File: src/rtl/core/snmp_pkg.sv
// Package for the SNMP GET responder: codes, tags, structs and MIB tables.
// No dependencies; used by the engine, the top level, the checker and the bench.
package snmp_pkg;

    localparam int COMMUNITY_MAX = 16;
    localparam int MIB_LAST      = 11;
    localparam int MIB_OID_LEN   = 11;
    localparam int MIN_PACKET    = 23;

    localparam logic [1:0] ACT_REQ    = 2'd0;
    localparam logic [1:0] ACT_READ   = 2'd1;
    localparam logic [1:0] ACT_SENSOR = 2'd2;

    localparam logic [2:0] ST_ACCEPTED = 3'd0;
    localparam logic [2:0] ST_READY    = 3'd1;
    localparam logic [2:0] ST_DROPPED  = 3'd2;
    localparam logic [2:0] ST_BYTE     = 3'd3;
    localparam logic [2:0] ST_EMPTY    = 3'd4;

    localparam logic [1:0] REG_COMM_LEN   = 2'd0;
    localparam logic [1:0] REG_COMM_FIRST = 2'd1;
    localparam logic [1:0] REG_COMM_LAST  = 2'd2;

    localparam logic [7:0] TAG_SEQ     = 8'h30;
    localparam logic [7:0] TAG_INT     = 8'h02;
    localparam logic [7:0] TAG_OCTETS  = 8'h04;
    localparam logic [7:0] TAG_NULL    = 8'h05;
    localparam logic [7:0] TAG_OID     = 8'h06;
    localparam logic [7:0] PDU_GET     = 8'hA0;
    localparam logic [7:0] PDU_NEXT    = 8'hA1;
    localparam logic [7:0] PDU_RESP    = 8'hA2;
    localparam logic [7:0] NO_SUCH_OBJ = 8'h80;

    typedef struct packed {
        logic [4:0]  len;
        logic [63:0] first;
        logic [63:0] last;
    } t_cfg;

    typedef struct packed {
        logic       done;
        logic       ok;
        logic [7:0] size;
    } t_eng_res;

    function automatic logic [7:0] head_byte(input logic [1:0] idx);
        logic [7:0] v;
        case (idx)
            2'd0:    v = 8'h02;
            2'd1:    v = 8'h01;
            2'd2:    v = 8'h01;
            default: v = 8'h04;
        endcase
        return v;
    endfunction

    function automatic logic [7:0] mid_byte(input logic [2:0] idx);
        logic [7:0] v;
        case (idx)
            3'd0:    v = 8'h02;
            3'd1:    v = 8'h01;
            3'd2:    v = 8'h00;
            3'd3:    v = 8'h02;
            3'd4:    v = 8'h01;
            3'd5:    v = 8'h00;
            3'd6:    v = 8'h30;
            default: v = 8'h00;
        endcase
        return v;
    endfunction

    function automatic logic [7:0] mib_oid_byte(input logic [3:0] e, input logic [3:0] k);
        logic [7:0] v;
        case (k)
            4'd0:    v = 8'h2B;
            4'd1:    v = 8'h06;
            4'd2:    v = 8'h01;
            4'd3:    v = 8'h02;
            4'd4:    v = 8'h01;
            4'd5:    v = 8'h63;
            4'd6:    v = 8'h01;
            4'd7:    v = 8'h01;
            4'd8:    v = 8'h01;
            4'd9:    v = {5'd0, e[3:1]} + 8'd1;
            default: v = {7'd0, e[0]} + 8'd1;
        endcase
        return v;
    endfunction

    function automatic logic [7:0] unit_char(input logic hum, input logic [2:0] i);
        logic [7:0] v;
        case (i)
            3'd0:    v = "x";
            3'd1:    v = "0";
            3'd2:    v = ".";
            3'd3:    v = "1";
            3'd4:    v = " ";
            3'd5:    v = hum ? "%" : "*";
            3'd6:    v = hum ? "R" : "C";
            default: v = "H";
        endcase
        return v;
    endfunction

    function automatic logic [2:0] int_len(input logic [31:0] u);
        logic [2:0] n;
        if (u[31:7] == '0 || u[31:7] == '1) begin
            n = 3'd1;
        end else if (u[31:15] == '0 || u[31:15] == '1) begin
            n = 3'd2;
        end else if (u[31:23] == '0 || u[31:23] == '1) begin
            n = 3'd3;
        end else begin
            n = 3'd4;
        end
        return n;
    endfunction

endpackage

File: src/rtl/core/snmp_if.sv
// Channel interfaces of the SNMP GET responder: request, result and register write.
// Depends on nothing; instantiated by the environment around the top level.
interface snmp_in_if;
    logic               valid;
    logic               ready;
    logic [1:0]         action;
    logic [7:0]         request_byte;
    logic               request_last;
    logic signed [31:0] temperature;
    logic signed [31:0] humidity;
    modport source (output valid, action, request_byte, request_last, temperature, humidity,
                    input ready);
    modport sink   (input valid, action, request_byte, request_last, temperature, humidity,
                    output ready);
endinterface

interface snmp_out_if;
    logic       valid;
    logic       ready;
    logic [2:0] status;
    logic [7:0] response_length;
    logic [7:0] response_byte;
    logic       response_last;
    modport source (output valid, status, response_length, response_byte, response_last,
                    input ready);
    modport sink   (input valid, status, response_length, response_byte, response_last,
                    output ready);
endinterface

interface snmp_cfg_if;
    logic        valid;
    logic        ready;
    logic [1:0]  reg_index;
    logic [63:0] wr_data;
    modport source (output valid, reg_index, wr_data, input ready);
    modport sink   (input valid, reg_index, wr_data, output ready);
endinterface

File: src/rtl/core/snmp_mem.sv
// Byte-wide single-port-write, registered-read memory for packet buffers.
// No dependencies.
module snmp_mem #(
    parameter int DEPTH = 129,
    parameter int AW    = $clog2(DEPTH)
) (
    input  logic          i_clk,
    input  logic          i_wr_en,
    input  logic [AW-1:0] i_wr_addr,
    input  logic [7:0]    i_wr_data,
    input  logic [AW-1:0] i_rd_addr,
    output logic [7:0]    o_rd_data
);
    logic [7:0] r_mem [DEPTH];
    logic [7:0] r_q;

    always_ff @(posedge i_clk) begin
        if (i_wr_en) begin
            r_mem[i_wr_addr] <= i_wr_data;
        end
        r_q <= r_mem[i_rd_addr];
    end

    assign o_rd_data = r_q;
endmodule

File: src/rtl/core/snmp_engine.sv
// Parse-and-build sequencer: walks the request buffer one byte a cycle and writes the response.
// Depends on snmp_pkg; reads the request memory and writes the response memory.
module snmp_engine #(
    parameter int PACKET_BYTES = 129
) (
    input  logic               i_clk,
    input  logic               i_rst_n,
    input  logic               i_start,
    input  logic [7:0]         i_count,
    input  snmp_pkg::t_cfg     i_cfg,
    input  logic [31:0]        i_temp,
    input  logic [31:0]        i_hum,
    output logic [9:0]         o_rd_addr,
    input  logic [7:0]         i_rd_data,
    output logic               o_wr_en,
    output logic [7:0]         o_wr_addr,
    output logic [7:0]         o_wr_data,
    output snmp_pkg::t_eng_res o_res
);
    import snmp_pkg::*;

    localparam logic [7:0] PktMax = 8'(PACKET_BYTES);

    typedef enum logic [14:0] {
        S_IDLE  = 15'h0001,
        S_HDR   = 15'h0002,
        S_BIND  = 15'h0004,
        S_BNULL = 15'h0008,
        S_BHDR  = 15'h0010,
        S_LOOK  = 15'h0020,
        S_OID   = 15'h0040,
        S_VAL   = 15'h0080,
        S_NFL   = 15'h0100,
        S_NFC   = 15'h0200,
        S_NFZ   = 15'h0400,
        S_BEND  = 15'h0800,
        S_P1    = 15'h1000,
        S_P2    = 15'h2000,
        S_P3    = 15'h4000
    } t_eng_state;

    t_eng_state r_state, n_state;
    logic [7:0] r_k, n_k;
    logic       r_rin, n_rin;
    logic [4:0] r_cl, n_cl;
    logic [2:0] r_idl, n_idl;
    logic       r_get, n_get;
    logic [9:0] r_b, n_b;
    logic [7:0] r_rem, n_rem;
    logic [7:0] r_blen, n_blen;
    logic [7:0] r_olen, n_olen;
    logic [7:0] r_pos, n_pos;
    logic [7:0] r_bi, n_bi;
    logic [7:0] r_bli, n_bli;
    logic [3:0] r_e, n_e;
    logic       r_done, n_done;
    logic       r_ok, n_ok;
    logic [7:0] r_size, n_size;

    logic [9:0]  n_raddr;
    logic [7:0]  d;
    logic [7:0]  rel, t, pdu, m, vlen, ibyte, vbyte;
    logic [3:0]  cidx, nlen;
    logic [63:0] cword;
    logic [7:0]  cbyte;
    logic [31:0] u;
    logic [2:0]  vn;
    logic [1:0]  sel;
    logic        vstr, eq, lt, hit, fail, put_en, pat_en, ovf;
    logic [7:0]  put_val, pat_addr, pat_val, vi;

    assign d     = r_rin ? i_rd_data : 8'h00;
    assign rel   = r_k - 8'd7 - {3'd0, r_cl};
    assign t     = rel - 8'd4 - {5'd0, r_idl};
    assign pdu   = 8'd8 + {3'd0, r_cl};
    assign cidx  = 4'(r_k - 8'd7);
    assign cword = cidx[3] ? i_cfg.last : i_cfg.first;
    assign cbyte = 8'(cword >> {~cidx[2:0], 3'b000});
    assign nlen  = (r_olen < 8'(MIB_OID_LEN)) ? r_olen[3:0] : 4'(MIB_OID_LEN);
    assign m     = mib_oid_byte(r_e, r_k[3:0]);
    assign vstr  = (r_e[3:1] == 3'd5);
    assign vn    = int_len(u);
    assign vlen  = vstr ? (r_e[0] ? 8'd8 : 8'd7) : {5'd0, vn};
    assign vi    = r_k - 8'd2;
    assign sel   = 2'(vn - 3'd1 - vi[2:0]);
    assign ibyte = 8'(u >> {sel, 3'b000});
    assign vbyte = vstr ? unit_char(r_e[0], vi[2:0]) : ibyte;

    always_comb begin
        case (r_e[3:1])
            3'd0:    u = r_e[0] ? 32'd9 : 32'd8;
            3'd1:    u = 32'd9;
            3'd2:    u = 32'd1;
            3'd3:    u = r_e[0] ? i_hum : i_temp;
            3'd4:    u = 32'd1;
            default: u = 32'd0;
        endcase
    end

    always_comb begin
        n_state = r_state;
        n_k     = r_k;
        n_cl    = r_cl;
        n_idl   = r_idl;
        n_get   = r_get;
        n_b     = r_b;
        n_rem   = r_rem;
        n_blen  = r_blen;
        n_olen  = r_olen;
        n_pos   = r_pos;
        n_bi    = r_bi;
        n_bli   = r_bli;
        n_e     = r_e;
        n_done  = 1'b0;
        n_ok    = r_ok;
        n_size  = r_size;
        n_raddr = 10'd0;
        fail    = 1'b0;
        put_en  = 1'b0;
        put_val = 8'h00;
        pat_en  = 1'b0;
        pat_addr = 8'h00;
        pat_val = 8'h00;
        eq      = 1'b0;
        lt      = 1'b0;
        hit     = 1'b0;

        case (r_state)
            S_IDLE: begin
                if (i_start) begin
                    if (i_count > PktMax || i_count < 8'(MIN_PACKET)) begin
                        fail = 1'b1;
                    end else begin
                        n_state = S_HDR;
                        n_k     = 8'd0;
                    end
                end
            end
            S_HDR: begin
                pat_en   = 1'b1;
                pat_addr = r_k;
                pat_val  = (r_k > 8'd6 && r_k == 8'd7 + {3'd0, r_cl}) ? PDU_RESP : d;
                n_k      = r_k + 8'd1;
                n_raddr  = {2'd0, r_k} + 10'd1;
                if (r_k == 8'd0) begin
                    fail = (d != TAG_SEQ);
                end else if (r_k == 8'd1) begin
                    fail = ({1'b0, d} + 9'd2 != {1'b0, i_count});
                end else if (r_k < 8'd6) begin
                    fail = (d != head_byte(2'(r_k - 8'd2)));
                end else if (r_k == 8'd6) begin
                    n_cl = d[4:0];
                    fail = ({2'd0, i_count} < 10'(MIN_PACKET) + {2'd0, d})
                        || (d != {3'd0, i_cfg.len}) || (d > 8'(COMMUNITY_MAX));
                end else if (r_k < 8'd7 + {3'd0, r_cl}) begin
                    fail = (d != cbyte);
                end else if (rel == 8'd0) begin
                    n_get = (d == PDU_GET);
                    fail  = (d != PDU_GET) && (d != PDU_NEXT);
                end else if (rel == 8'd1) begin
                    fail = (10'd9 + {5'd0, r_cl} + {2'd0, d} != {2'd0, i_count}) || (d < 8'd14);
                end else if (rel == 8'd2) begin
                    fail = (d != TAG_INT);
                end else if (rel == 8'd3) begin
                    n_idl = d[2:0];
                    fail  = (d > 8'd4);
                end else if (rel < 8'd4 + {5'd0, r_idl}) begin
                    fail = 1'b0;
                end else if (t < 8'd7) begin
                    fail = (d != mid_byte(t[2:0]));
                end else begin
                    fail = (10'd19 + {5'd0, r_cl} + {7'd0, r_idl} + {2'd0, d}
                        != {2'd0, i_count});
                    n_rem   = d;
                    n_bli   = r_k;
                    n_pos   = r_k + 8'd1;
                    n_b     = {2'd0, r_k} + 10'd1;
                    n_k     = 8'd0;
                    n_state = S_BIND;
                end
            end
            S_BIND: begin
                n_k     = r_k + 8'd1;
                n_raddr = r_b + {2'd0, r_k} + 10'd1;
                case (r_k)
                    8'd0: fail = (r_rem < 8'd2) || (d != TAG_SEQ);
                    8'd1: begin
                        n_blen = d;
                        fail   = ({1'b0, r_rem} < {1'b0, d} + 9'd2);
                    end
                    8'd2: fail = (d != TAG_OID);
                    default: begin
                        n_olen  = d;
                        fail    = ({1'b0, d} + 9'd4 != {1'b0, r_blen});
                        n_k     = 8'd0;
                        n_raddr = r_b + {2'd0, r_blen};
                        n_state = S_BNULL;
                    end
                endcase
            end
            S_BNULL: begin
                if (r_k == 8'd0) begin
                    fail    = (d != TAG_NULL);
                    n_k     = 8'd1;
                    n_raddr = r_b + {2'd0, r_blen} + 10'd1;
                end else begin
                    fail    = (d != 8'h00);
                    n_k     = 8'd0;
                    n_state = S_BHDR;
                end
            end
            S_BHDR: begin
                put_en = 1'b1;
                n_k    = r_k + 8'd1;
                case (r_k)
                    8'd0: put_val = TAG_SEQ;
                    8'd1: begin
                        put_val = 8'h00;
                        n_bi    = r_pos;
                    end
                    default: begin
                        put_val = TAG_OID;
                        n_k     = 8'd0;
                        n_e     = 4'd0;
                        n_raddr = r_b + 10'd4;
                        n_state = S_LOOK;
                    end
                endcase
            end
            S_LOOK: begin
                if (r_k < {4'd0, nlen} && d == m) begin
                    n_k     = r_k + 8'd1;
                    n_raddr = r_b + 10'd5 + {2'd0, r_k};
                end else begin
                    eq  = (r_k >= {4'd0, nlen});
                    lt  = !eq && (d < m);
                    hit = r_get ? (r_olen == 8'(MIB_OID_LEN) && eq)
                                : (lt || (eq && r_olen < 8'(MIB_OID_LEN)));
                    n_k = 8'd0;
                    if (hit) begin
                        n_state = S_OID;
                    end else if (r_e == 4'(MIB_LAST)) begin
                        n_state = S_NFL;
                    end else begin
                        n_e     = r_e + 4'd1;
                        n_raddr = r_b + 10'd4;
                    end
                end
            end
            S_OID: begin
                put_en  = 1'b1;
                put_val = (r_k == 8'd0) ? 8'(MIB_OID_LEN) : mib_oid_byte(r_e, 4'(r_k - 8'd1));
                n_k     = r_k + 8'd1;
                if (r_k == 8'(MIB_OID_LEN)) begin
                    n_k     = 8'd0;
                    n_state = S_VAL;
                end
            end
            S_VAL: begin
                put_en = 1'b1;
                n_k    = r_k + 8'd1;
                if (r_k == 8'd0) begin
                    put_val = vstr ? TAG_OCTETS : TAG_INT;
                end else if (r_k == 8'd1) begin
                    put_val = vlen;
                end else begin
                    put_val = vbyte;
                end
                if (r_k == vlen + 8'd1) begin
                    n_state = S_BEND;
                end
            end
            S_NFL: begin
                put_en  = 1'b1;
                put_val = r_olen;
                n_k     = 8'd0;
                n_raddr = r_b + 10'd4;
                n_state = S_NFC;
            end
            S_NFC: begin
                put_en = 1'b1;
                if (r_k < r_olen) begin
                    put_val = d;
                    n_k     = r_k + 8'd1;
                    n_raddr = r_b + 10'd5 + {2'd0, r_k};
                end else begin
                    put_val = NO_SUCH_OBJ;
                    n_state = S_NFZ;
                end
            end
            S_NFZ: begin
                put_en  = 1'b1;
                put_val = 8'h00;
                n_state = S_BEND;
            end
            S_BEND: begin
                pat_en   = 1'b1;
                pat_addr = r_bi;
                pat_val  = r_pos - r_bi - 8'd1;
                n_b      = r_b + {2'd0, r_blen} + 10'd2;
                n_rem    = r_rem - r_blen - 8'd2;
                n_k      = 8'd0;
                n_raddr  = n_b;
                n_state  = (n_rem == 8'd0) ? S_P1 : S_BIND;
            end
            S_P1: begin
                pat_en   = 1'b1;
                pat_addr = 8'd1;
                pat_val  = r_pos - 8'd2;
                n_state  = S_P2;
            end
            S_P2: begin
                pat_en   = 1'b1;
                pat_addr = pdu;
                pat_val  = r_pos - pdu - 8'd1;
                n_state  = S_P3;
            end
            S_P3: begin
                pat_en   = 1'b1;
                pat_addr = r_bli;
                pat_val  = r_pos - r_bli - 8'd1;
                n_done   = 1'b1;
                n_ok     = 1'b1;
                n_size   = r_pos;
                n_state  = S_IDLE;
            end
            default: n_state = S_IDLE;
        endcase

        ovf = put_en && (r_pos >= PktMax);
        if (put_en && !ovf) begin
            n_pos = r_pos + 8'd1;
        end
        if (fail || ovf) begin
            n_state = S_IDLE;
            n_done  = 1'b1;
            n_ok    = 1'b0;
            n_size  = 8'd0;
        end
    end

    assign n_rin     = (n_raddr < {2'd0, i_count}) && (n_raddr < 10'(PACKET_BYTES));
    assign o_rd_addr = n_raddr;
    assign o_wr_en   = (put_en && !ovf) || pat_en;
    assign o_wr_addr = pat_en ? pat_addr : r_pos;
    assign o_wr_data = pat_en ? pat_val : put_val;
    assign o_res     = '{done: r_done, ok: r_ok, size: r_size};

    always_ff @(posedge i_clk) begin
        if (!i_rst_n) begin
            r_state <= S_IDLE;
            r_done  <= 1'b0;
        end else begin
            r_state <= n_state;
            r_done  <= n_done;
        end
        r_k    <= n_k;
        r_rin  <= n_rin;
        r_cl   <= n_cl;
        r_idl  <= n_idl;
        r_get  <= n_get;
        r_b    <= n_b;
        r_rem  <= n_rem;
        r_blen <= n_blen;
        r_olen <= n_olen;
        r_pos  <= n_pos;
        r_bi   <= n_bi;
        r_bli  <= n_bli;
        r_e    <= n_e;
        r_ok   <= n_ok;
        r_size <= n_size;
    end
endmodule

File: src/rtl/core/snmp_get_responder.sv
// Request byte, sensor update: the result is registered. Response byte: the buffer is read in
// the T_READ state, then the result is registered. Last request byte: header walk over the
// community and id, then per binding a parse, a MIB search over up to 12 entries comparing
// min(OID length, 11) bytes each, a write per response byte; then outer length patching.
// One transaction at a time; not ready while the sequencer runs.
// Synchronous active-low reset clears counters, sensor values, registers and the output valid;
// the packet buffers are not cleared.
module snmp_get_responder #(
    parameter int PACKET_BYTES = 129
) (
    input  logic        i_clk,
    input  logic        i_rst_n,
    snmp_in_if.sink     i_in,
    snmp_out_if.source  o_out,
    snmp_cfg_if.sink    i_cfg
);
    import snmp_pkg::*;

    localparam int AW = $clog2(PACKET_BYTES);
    localparam logic [7:0] PktMax  = 8'(PACKET_BYTES);
    localparam logic [7:0] PktOver = 8'(PACKET_BYTES + 1);

    typedef enum logic [2:0] {
        T_IDLE = 3'b001,
        T_BUSY = 3'b010,
        T_READ = 3'b100
    } t_top_state;

    t_top_state r_state, n_state;
    logic [7:0]  r_count, n_count;
    logic [7:0]  r_rsize, n_rsize;
    logic [7:0]  r_rdpos, n_rdpos;
    logic [31:0] r_temp, n_temp;
    logic [31:0] r_hum, n_hum;
    t_cfg        r_cfg;
    logic        r_start, n_start;
    logic        r_out_valid, n_out_valid;
    logic [2:0]  r_out_status, n_out_status;
    logic [7:0]  r_out_len, n_out_len;
    logic [7:0]  r_out_byte, n_out_byte;
    logic        r_out_last, n_out_last;

    logic        accept;
    logic        req_wr;
    logic [9:0]  eng_rd_addr;
    logic [7:0]  req_q, rsp_q;
    logic        eng_wr_en;
    logic [7:0]  eng_wr_addr, eng_wr_data;
    t_eng_res    eng_res;

    assign i_in.ready  = (r_state == T_IDLE) && (!r_out_valid || o_out.ready);
    assign accept      = i_in.valid && i_in.ready;
    assign req_wr      = accept && (i_in.action == ACT_REQ) && (r_count < PktMax);
    assign i_cfg.ready = 1'b1;

    snmp_mem #(.DEPTH(PACKET_BYTES)) u_req_mem (
        .i_clk     (i_clk),
        .i_wr_en   (req_wr),
        .i_wr_addr (r_count[AW-1:0]),
        .i_wr_data (i_in.request_byte),
        .i_rd_addr (eng_rd_addr[AW-1:0]),
        .o_rd_data (req_q)
    );

    snmp_mem #(.DEPTH(PACKET_BYTES)) u_rsp_mem (
        .i_clk     (i_clk),
        .i_wr_en   (eng_wr_en),
        .i_wr_addr (eng_wr_addr[AW-1:0]),
        .i_wr_data (eng_wr_data),
        .i_rd_addr (r_rdpos[AW-1:0]),
        .o_rd_data (rsp_q)
    );

    snmp_engine #(.PACKET_BYTES(PACKET_BYTES)) u_engine (
        .i_clk     (i_clk),
        .i_rst_n   (i_rst_n),
        .i_start   (r_start),
        .i_count   (r_count),
        .i_cfg     (r_cfg),
        .i_temp    (r_temp),
        .i_hum     (r_hum),
        .o_rd_addr (eng_rd_addr),
        .i_rd_data (req_q),
        .o_wr_en   (eng_wr_en),
        .o_wr_addr (eng_wr_addr),
        .o_wr_data (eng_wr_data),
        .o_res     (eng_res)
    );

    always_comb begin
        n_state      = r_state;
        n_count      = r_count;
        n_rsize      = r_rsize;
        n_rdpos      = r_rdpos;
        n_temp       = r_temp;
        n_hum        = r_hum;
        n_start      = 1'b0;
        n_out_valid  = r_out_valid && !o_out.ready;
        n_out_status = r_out_status;
        n_out_len    = r_out_len;
        n_out_byte   = r_out_byte;
        n_out_last   = r_out_last;

        case (r_state)
            T_IDLE: begin
                if (accept) begin
                    n_out_status = ST_ACCEPTED;
                    n_out_len    = 8'd0;
                    n_out_byte   = 8'd0;
                    n_out_last   = 1'b0;
                    case (i_in.action)
                        ACT_REQ: begin
                            n_count = (r_count < PktMax) ? r_count + 8'd1 : PktOver;
                            if (i_in.request_last) begin
                                n_start = 1'b1;
                                n_state = T_BUSY;
                            end else begin
                                n_out_valid = 1'b1;
                            end
                        end
                        ACT_READ: begin
                            if (r_rdpos < r_rsize) begin
                                n_state = T_READ;
                            end else begin
                                n_out_valid  = 1'b1;
                                n_out_status = ST_EMPTY;
                            end
                        end
                        ACT_SENSOR: begin
                            n_temp      = i_in.temperature;
                            n_hum       = i_in.humidity;
                            n_out_valid = 1'b1;
                        end
                        default: n_out_valid = 1'b1;
                    endcase
                end
            end
            T_BUSY: begin
                if (eng_res.done) begin
                    n_count      = 8'd0;
                    n_rdpos      = 8'd0;
                    n_rsize      = eng_res.ok ? eng_res.size : 8'd0;
                    n_out_valid  = 1'b1;
                    n_out_status = eng_res.ok ? ST_READY : ST_DROPPED;
                    n_out_len    = eng_res.ok ? eng_res.size : 8'd0;
                    n_out_byte   = 8'd0;
                    n_out_last   = 1'b0;
                    n_state      = T_IDLE;
                end
            end
            T_READ: begin
                n_out_valid  = 1'b1;
                n_out_status = ST_BYTE;
                n_out_len    = 8'd0;
                n_out_byte   = rsp_q;
                n_out_last   = (r_rdpos + 8'd1 == r_rsize);
                n_rdpos      = r_rdpos + 8'd1;
                n_state      = T_IDLE;
            end
            default: n_state = T_IDLE;
        endcase
    end

    always_ff @(posedge i_clk) begin
        if (!i_rst_n) begin
            r_state     <= T_IDLE;
            r_count     <= 8'd0;
            r_rsize     <= 8'd0;
            r_rdpos     <= 8'd0;
            r_temp      <= 32'd0;
            r_hum       <= 32'd0;
            r_start     <= 1'b0;
            r_out_valid <= 1'b0;
            r_cfg       <= '0;
        end else begin
            r_state     <= n_state;
            r_count     <= n_count;
            r_rsize     <= n_rsize;
            r_rdpos     <= n_rdpos;
            r_temp      <= n_temp;
            r_hum       <= n_hum;
            r_start     <= n_start;
            r_out_valid <= n_out_valid;
            if (i_cfg.valid) begin
                case (i_cfg.reg_index)
                    REG_COMM_LEN:   r_cfg.len   <= i_cfg.wr_data[4:0];
                    REG_COMM_FIRST: r_cfg.first <= i_cfg.wr_data;
                    REG_COMM_LAST:  r_cfg.last  <= i_cfg.wr_data;
                    default:        r_cfg       <= r_cfg;
                endcase
            end
        end
        r_out_status <= n_out_status;
        r_out_len    <= n_out_len;
        r_out_byte   <= n_out_byte;
        r_out_last   <= n_out_last;
    end

    assign o_out.valid           = r_out_valid;
    assign o_out.status          = r_out_status;
    assign o_out.response_length = r_out_len;
    assign o_out.response_byte   = r_out_byte;
    assign o_out.response_last   = r_out_last;
endmodule

File: src/flat_wrapper.sv
// flat-port wrapper written by rule: the top's interface ports become plain ports
module snmp_get_responder_flat import snmp_pkg::*;
#(
    parameter int PACKET_BYTES = 129
)
  (i_clk, i_rst_n, i_in_valid, i_in_action, i_in_request_byte, i_in_request_last, i_in_temperature, i_in_humidity, i_in_ready, o_out_valid, o_out_status, o_out_response_length, o_out_response_byte, o_out_response_last, o_out_ready, i_cfg_valid, i_cfg_reg_index, i_cfg_wr_data, i_cfg_ready);
  snmp_in_if i_in_i ();
  snmp_out_if o_out_i ();
  snmp_cfg_if i_cfg_i ();
  input  logic i_clk;
  input  logic i_rst_n;
  input wire logic [$bits(i_in_i.valid)-1:0] i_in_valid;
  input wire logic [$bits(i_in_i.action)-1:0] i_in_action;
  input wire logic [$bits(i_in_i.request_byte)-1:0] i_in_request_byte;
  input wire logic [$bits(i_in_i.request_last)-1:0] i_in_request_last;
  input wire logic [$bits(i_in_i.temperature)-1:0] i_in_temperature;
  input wire logic [$bits(i_in_i.humidity)-1:0] i_in_humidity;
  output wire logic [$bits(i_in_i.ready)-1:0] i_in_ready;
  output wire logic [$bits(o_out_i.valid)-1:0] o_out_valid;
  output wire logic [$bits(o_out_i.status)-1:0] o_out_status;
  output wire logic [$bits(o_out_i.response_length)-1:0] o_out_response_length;
  output wire logic [$bits(o_out_i.response_byte)-1:0] o_out_response_byte;
  output wire logic [$bits(o_out_i.response_last)-1:0] o_out_response_last;
  input wire logic [$bits(o_out_i.ready)-1:0] o_out_ready;
  input wire logic [$bits(i_cfg_i.valid)-1:0] i_cfg_valid;
  input wire logic [$bits(i_cfg_i.reg_index)-1:0] i_cfg_reg_index;
  input wire logic [$bits(i_cfg_i.wr_data)-1:0] i_cfg_wr_data;
  output wire logic [$bits(i_cfg_i.ready)-1:0] i_cfg_ready;
  assign i_in_i.valid = i_in_valid;
  assign i_in_i.action = i_in_action;
  assign i_in_i.request_byte = i_in_request_byte;
  assign i_in_i.request_last = i_in_request_last;
  assign i_in_i.temperature = i_in_temperature;
  assign i_in_i.humidity = i_in_humidity;
  assign i_in_ready = i_in_i.ready;
  assign o_out_valid = o_out_i.valid;
  assign o_out_status = o_out_i.status;
  assign o_out_response_length = o_out_i.response_length;
  assign o_out_response_byte = o_out_i.response_byte;
  assign o_out_response_last = o_out_i.response_last;
  assign o_out_i.ready = o_out_ready;
  assign i_cfg_i.valid = i_cfg_valid;
  assign i_cfg_i.reg_index = i_cfg_reg_index;
  assign i_cfg_i.wr_data = i_cfg_wr_data;
  assign i_cfg_ready = i_cfg_i.ready;
  snmp_get_responder #(.PACKET_BYTES(PACKET_BYTES)) u_core (.i_clk(i_clk), .i_rst_n(i_rst_n), .i_in(i_in_i), .o_out(o_out_i), .i_cfg(i_cfg_i));
endmodule
File: config.mk
export PLATFORM = sky130hd
export DESIGN_NAME = snmp_get_responder_flat
export DESIGN_NICKNAME = d
export VERILOG_FILES = /design/src/rtl/core/snmp_pkg.sv /design/src/rtl/core/snmp_if.sv /design/src/rtl/core/snmp_mem.sv /design/src/rtl/core/snmp_engine.sv /design/src/rtl/core/snmp_get_responder.sv /design/src/flat_wrapper.sv
export SDC_FILE = /design/constraint.sdc
export NUM_CORES = 2
export LEC_CHECK = 0
export ABC_AREA = 1
export BUFFER_PORTS_ARGS = -buffer_cell sky130_fd_sc_hd__buf_2
export CAP_MARGIN = 15
export CORE_UTILIZATION = 29
export CTS_BUF_LIST = sky130_fd_sc_hd__clkbuf_2
export DETAILED_ROUTE_END_ITERATION = 10
export PLACE_DENSITY = 0.48
export SLEW_MARGIN = 25
export SYNTH_ARGS = -nofsm -noshare
export SYNTH_HDL_FRONTEND = slang
export SYNTH_HIERARCHICAL = 1
export SYNTH_SLANG_ARGS = --single-unit
File: constraint.sdc
create_clock -name i_clk -period 7 [get_ports i_clk]
set_clock_uncertainty 0.1 [all_clocks]
set_input_delay 1.05 -clock i_clk [delete_from_list [all_inputs] [get_ports i_clk]]
set_output_delay 1.05 -clock i_clk [all_outputs]
set_load 0.02 [all_outputs]
==> impl_metrics.toml <==
[status]
status = "finished, final reports clean"

[clock_network]
cts_tree = "yes"
cts_buffers = 655
h-tree-depth = 6
cts_hold_buf = 461
clk_path_buf_depth = 4
cts_num_sinks = 2431
cts_resized = 0
cts.clk_slew.worst_paths_ns = 0.10
root_buffer = "clkbuf_2"
post_cts_buffers = 0
clk_latency_ns = 2.07

[sta]
fmax_ghz = 0.1509
worstMarginPinSlew_ns = 1.101
setup_violations = 0
tns_ns = 0
slew_headroom_pct = 26.31
slew_violations = 0
rsz0062_at_grt = "no"
timing.final.crit_share_pct = 94.67
period_needed_ns = 6.627
final_hold_viol_count = 0

[global_routing]
antenna_found_initial = 10
grt_max_degree = 175
grt_pass1_wl_um = 529800
grt_pass1_vias = 81190
track_usage_pct = 18.20
grt.overflow.total = 0

[worst_hold_path]
hp-class = "in -> reg"
min_from = "i_cfg_wr_data[6]"
hold_end = "u_core/r_cfg[70]"
hold_path_depth = 5

[die]
core-area_mm2 = 0.3789
die_y_um = 618.8
start_util_pct = 29.12
dieArea_mm2 = 0.3830
io-pin-count = 169
rows = 226
die_width_um = 618.8

[routing]
drtPass1Iterations = 8
via_per_inst = 4.845
initialDrtViolationCount = 6819
route.detailed.drc = 0
postRouteAntennaNets = 0
vias = 83490
post_drt_wl_per_cell_um = 20.86
drt-total-wl_um = 359500

[setup_path]
r2r_cells = 31
crit_type = "reg -> reg"
r2r-end = "u_core/u_req_mem/o_rd_data[7]"
cp_max_fo = 125
path_delay_family = "simple AND/OR/NAND/NOR gates"
critPathRequiredTime_ns = 8.79
r2r_start = "u_core/u_engine/r_k[0]"
crit_path_end_kind = "register"
cp_num_buf_inv = 5
startpoint_type = "register"
cp_slowest_cell = "o21ai_4"
cp_common_cell = "nand2_1"
crit_path_max_incr_delay_ns = 0.60
r2r_setup_slack_ns = 0.37
arrival_ns = 8.42

[layout]
drive_gt1_share_pct = 12.38
layout.nets = 12090
syn2layout_area_growth_pct = 14.88
stdcell_count = 17230

[power]
ir_worst_vdd_uv = 159.6
fin_total_pwr_mw = 31.24
p_leak_nw = 49.29
power_density_mw_per_mm2 = 246.4

[synthesis]
yosysWarnings = 6
syn_area_mm2 = 0.1103
synth_nets = 11220
synth.avg_cell_area_um2 = 10.16
synthCells = 10860

[job]
max_cap_violations = 0

[placed_design]
port_buffers = 167
globalplace.congestion = 0.8978
place_inst = 15630
place_hpwl_um = 215600
layout make-up:
type / count / area (um^2)
multi-input combinational: 7282 / 34600
clock inverter: 157 / 1037
timing repair buffer: 812 / 7523
antenna: 17 / 42.54
sequential: 2431 / 70330
fill: 39150 / 252200
tap: 5016 / 6276
clock buffer: 966 / 4835
inverter: 549 / 2118
power breakdown:
group | internal, mW | switching [mW]
logic | 1.57 | 3.38
registers | 15.9 | 0.186
clock network | 4.07 | 6.10
total | 21.6 | 9.67
worst register-to-register path, delay by kind of cell (launching register included):
| kind | cells | cell delay [ns] |
|---|---|---|
| DFF | 1 | 0.53 |
| and+or+nand+nor | 19 | 2.62 |
| adders and majority gates | 2 | 0.44 |
| AOI/OAI and AO/OA | 5 | 1.31 |
| buffers and inverters | 5 | 1.46 |
per-layer routing:
layer / up-vias / global-route usage [%] / wire, um
met1: 40660 / 24.88 / 161600
li1: 39620 / - / -
met5: - / 0 / 27
met3: 594 / 2.822 / 21030
met2: 2605 / 29.37 / 166200
met4: 4 / 6.105 / 10580
how the worst max path moves through the flow:
stage / depth (start not counted) / from / to
after CTS: 31 / u_core/u_engine/r_k[0] / u_core/u_req_mem/o_rd_data[7]
final: 31 / u_core/u_engine/r_k[0] / u_core/u_req_mem/o_rd_data[7]
after floorplan: 23 / u_core/u_engine/r_e[1] / u_core/u_rsp_mem/r_mem[0][5]
after detailed placement: 31 / u_core/u_engine/r_k[0] / u_core/u_req_mem/o_rd_data[7]
after global routing: 31 / u_core/u_engine/r_k[0] / u_core/u_req_mem/o_rd_data[7]
after global placement: 30 / u_core/u_engine/r_k[0] / u_core/u_req_mem/o_rd_data[0]
cell usage in the layout, fill, tap and decap left out, types with 9 or more instances in the layout:
master,instances
or2_2,12
clkinvlp_4,12
diode_2,17
nand2_1,2968
nor4_1,16
o211ai_1,22
clkinv_1,90
bufinv_16,10
nand2_2,14
o21ai_1,72
xor2_1,90
a21oi_1,262
fa_1,19
dlygate4sd3_1,451
inv_1,520
buf_12,40
a22oi_1,10
clkinv_4,16
ha_1,193
nor2_1,866
clkbuf_2,966
and3_1,10
buf_2,158
buf_4,146
o21ai_0,250
nand3_1,2201
nand4_1,66
buf_6,9
clkinv_2,16
nor2_2,26
inv_2,26
xnor2_1,26
nor3_1,41
dfxtp_1,264
o221ai_1,11
o22ai_1,14
edfxtp_1,2163
through the flow:
stage               instance area, um^2  hold WS [ns]  utilization (%)  worst slack (ns)
global placement                 116000        0.3274            30.62            0.8320
detailed placement               116000        0.3314            30.63            0.7282
floorplan                        110300        0.3155                -            0.7808
global route                     126700        0.2008            33.44          0.001515
finish                           126800        0.2492            33.45            0.3730
CTS                              126700     0.0007967            33.44            0.6917
sequential cells by signal, indices dropped and copies added, names as in the netlist, 10 cells and up:
signal and flops:
u_core/r_temp 32, u_core/r_cfg 133, u_core/u_rsp_mem/r_mem 1032, u_core/u_engine/r_b 10
u_core/r_hum 32, u_core/u_req_mem/r_mem 1032, u_core/u_engine/r_state 15
Note: power is estimated with default switching activity, not from simulation.
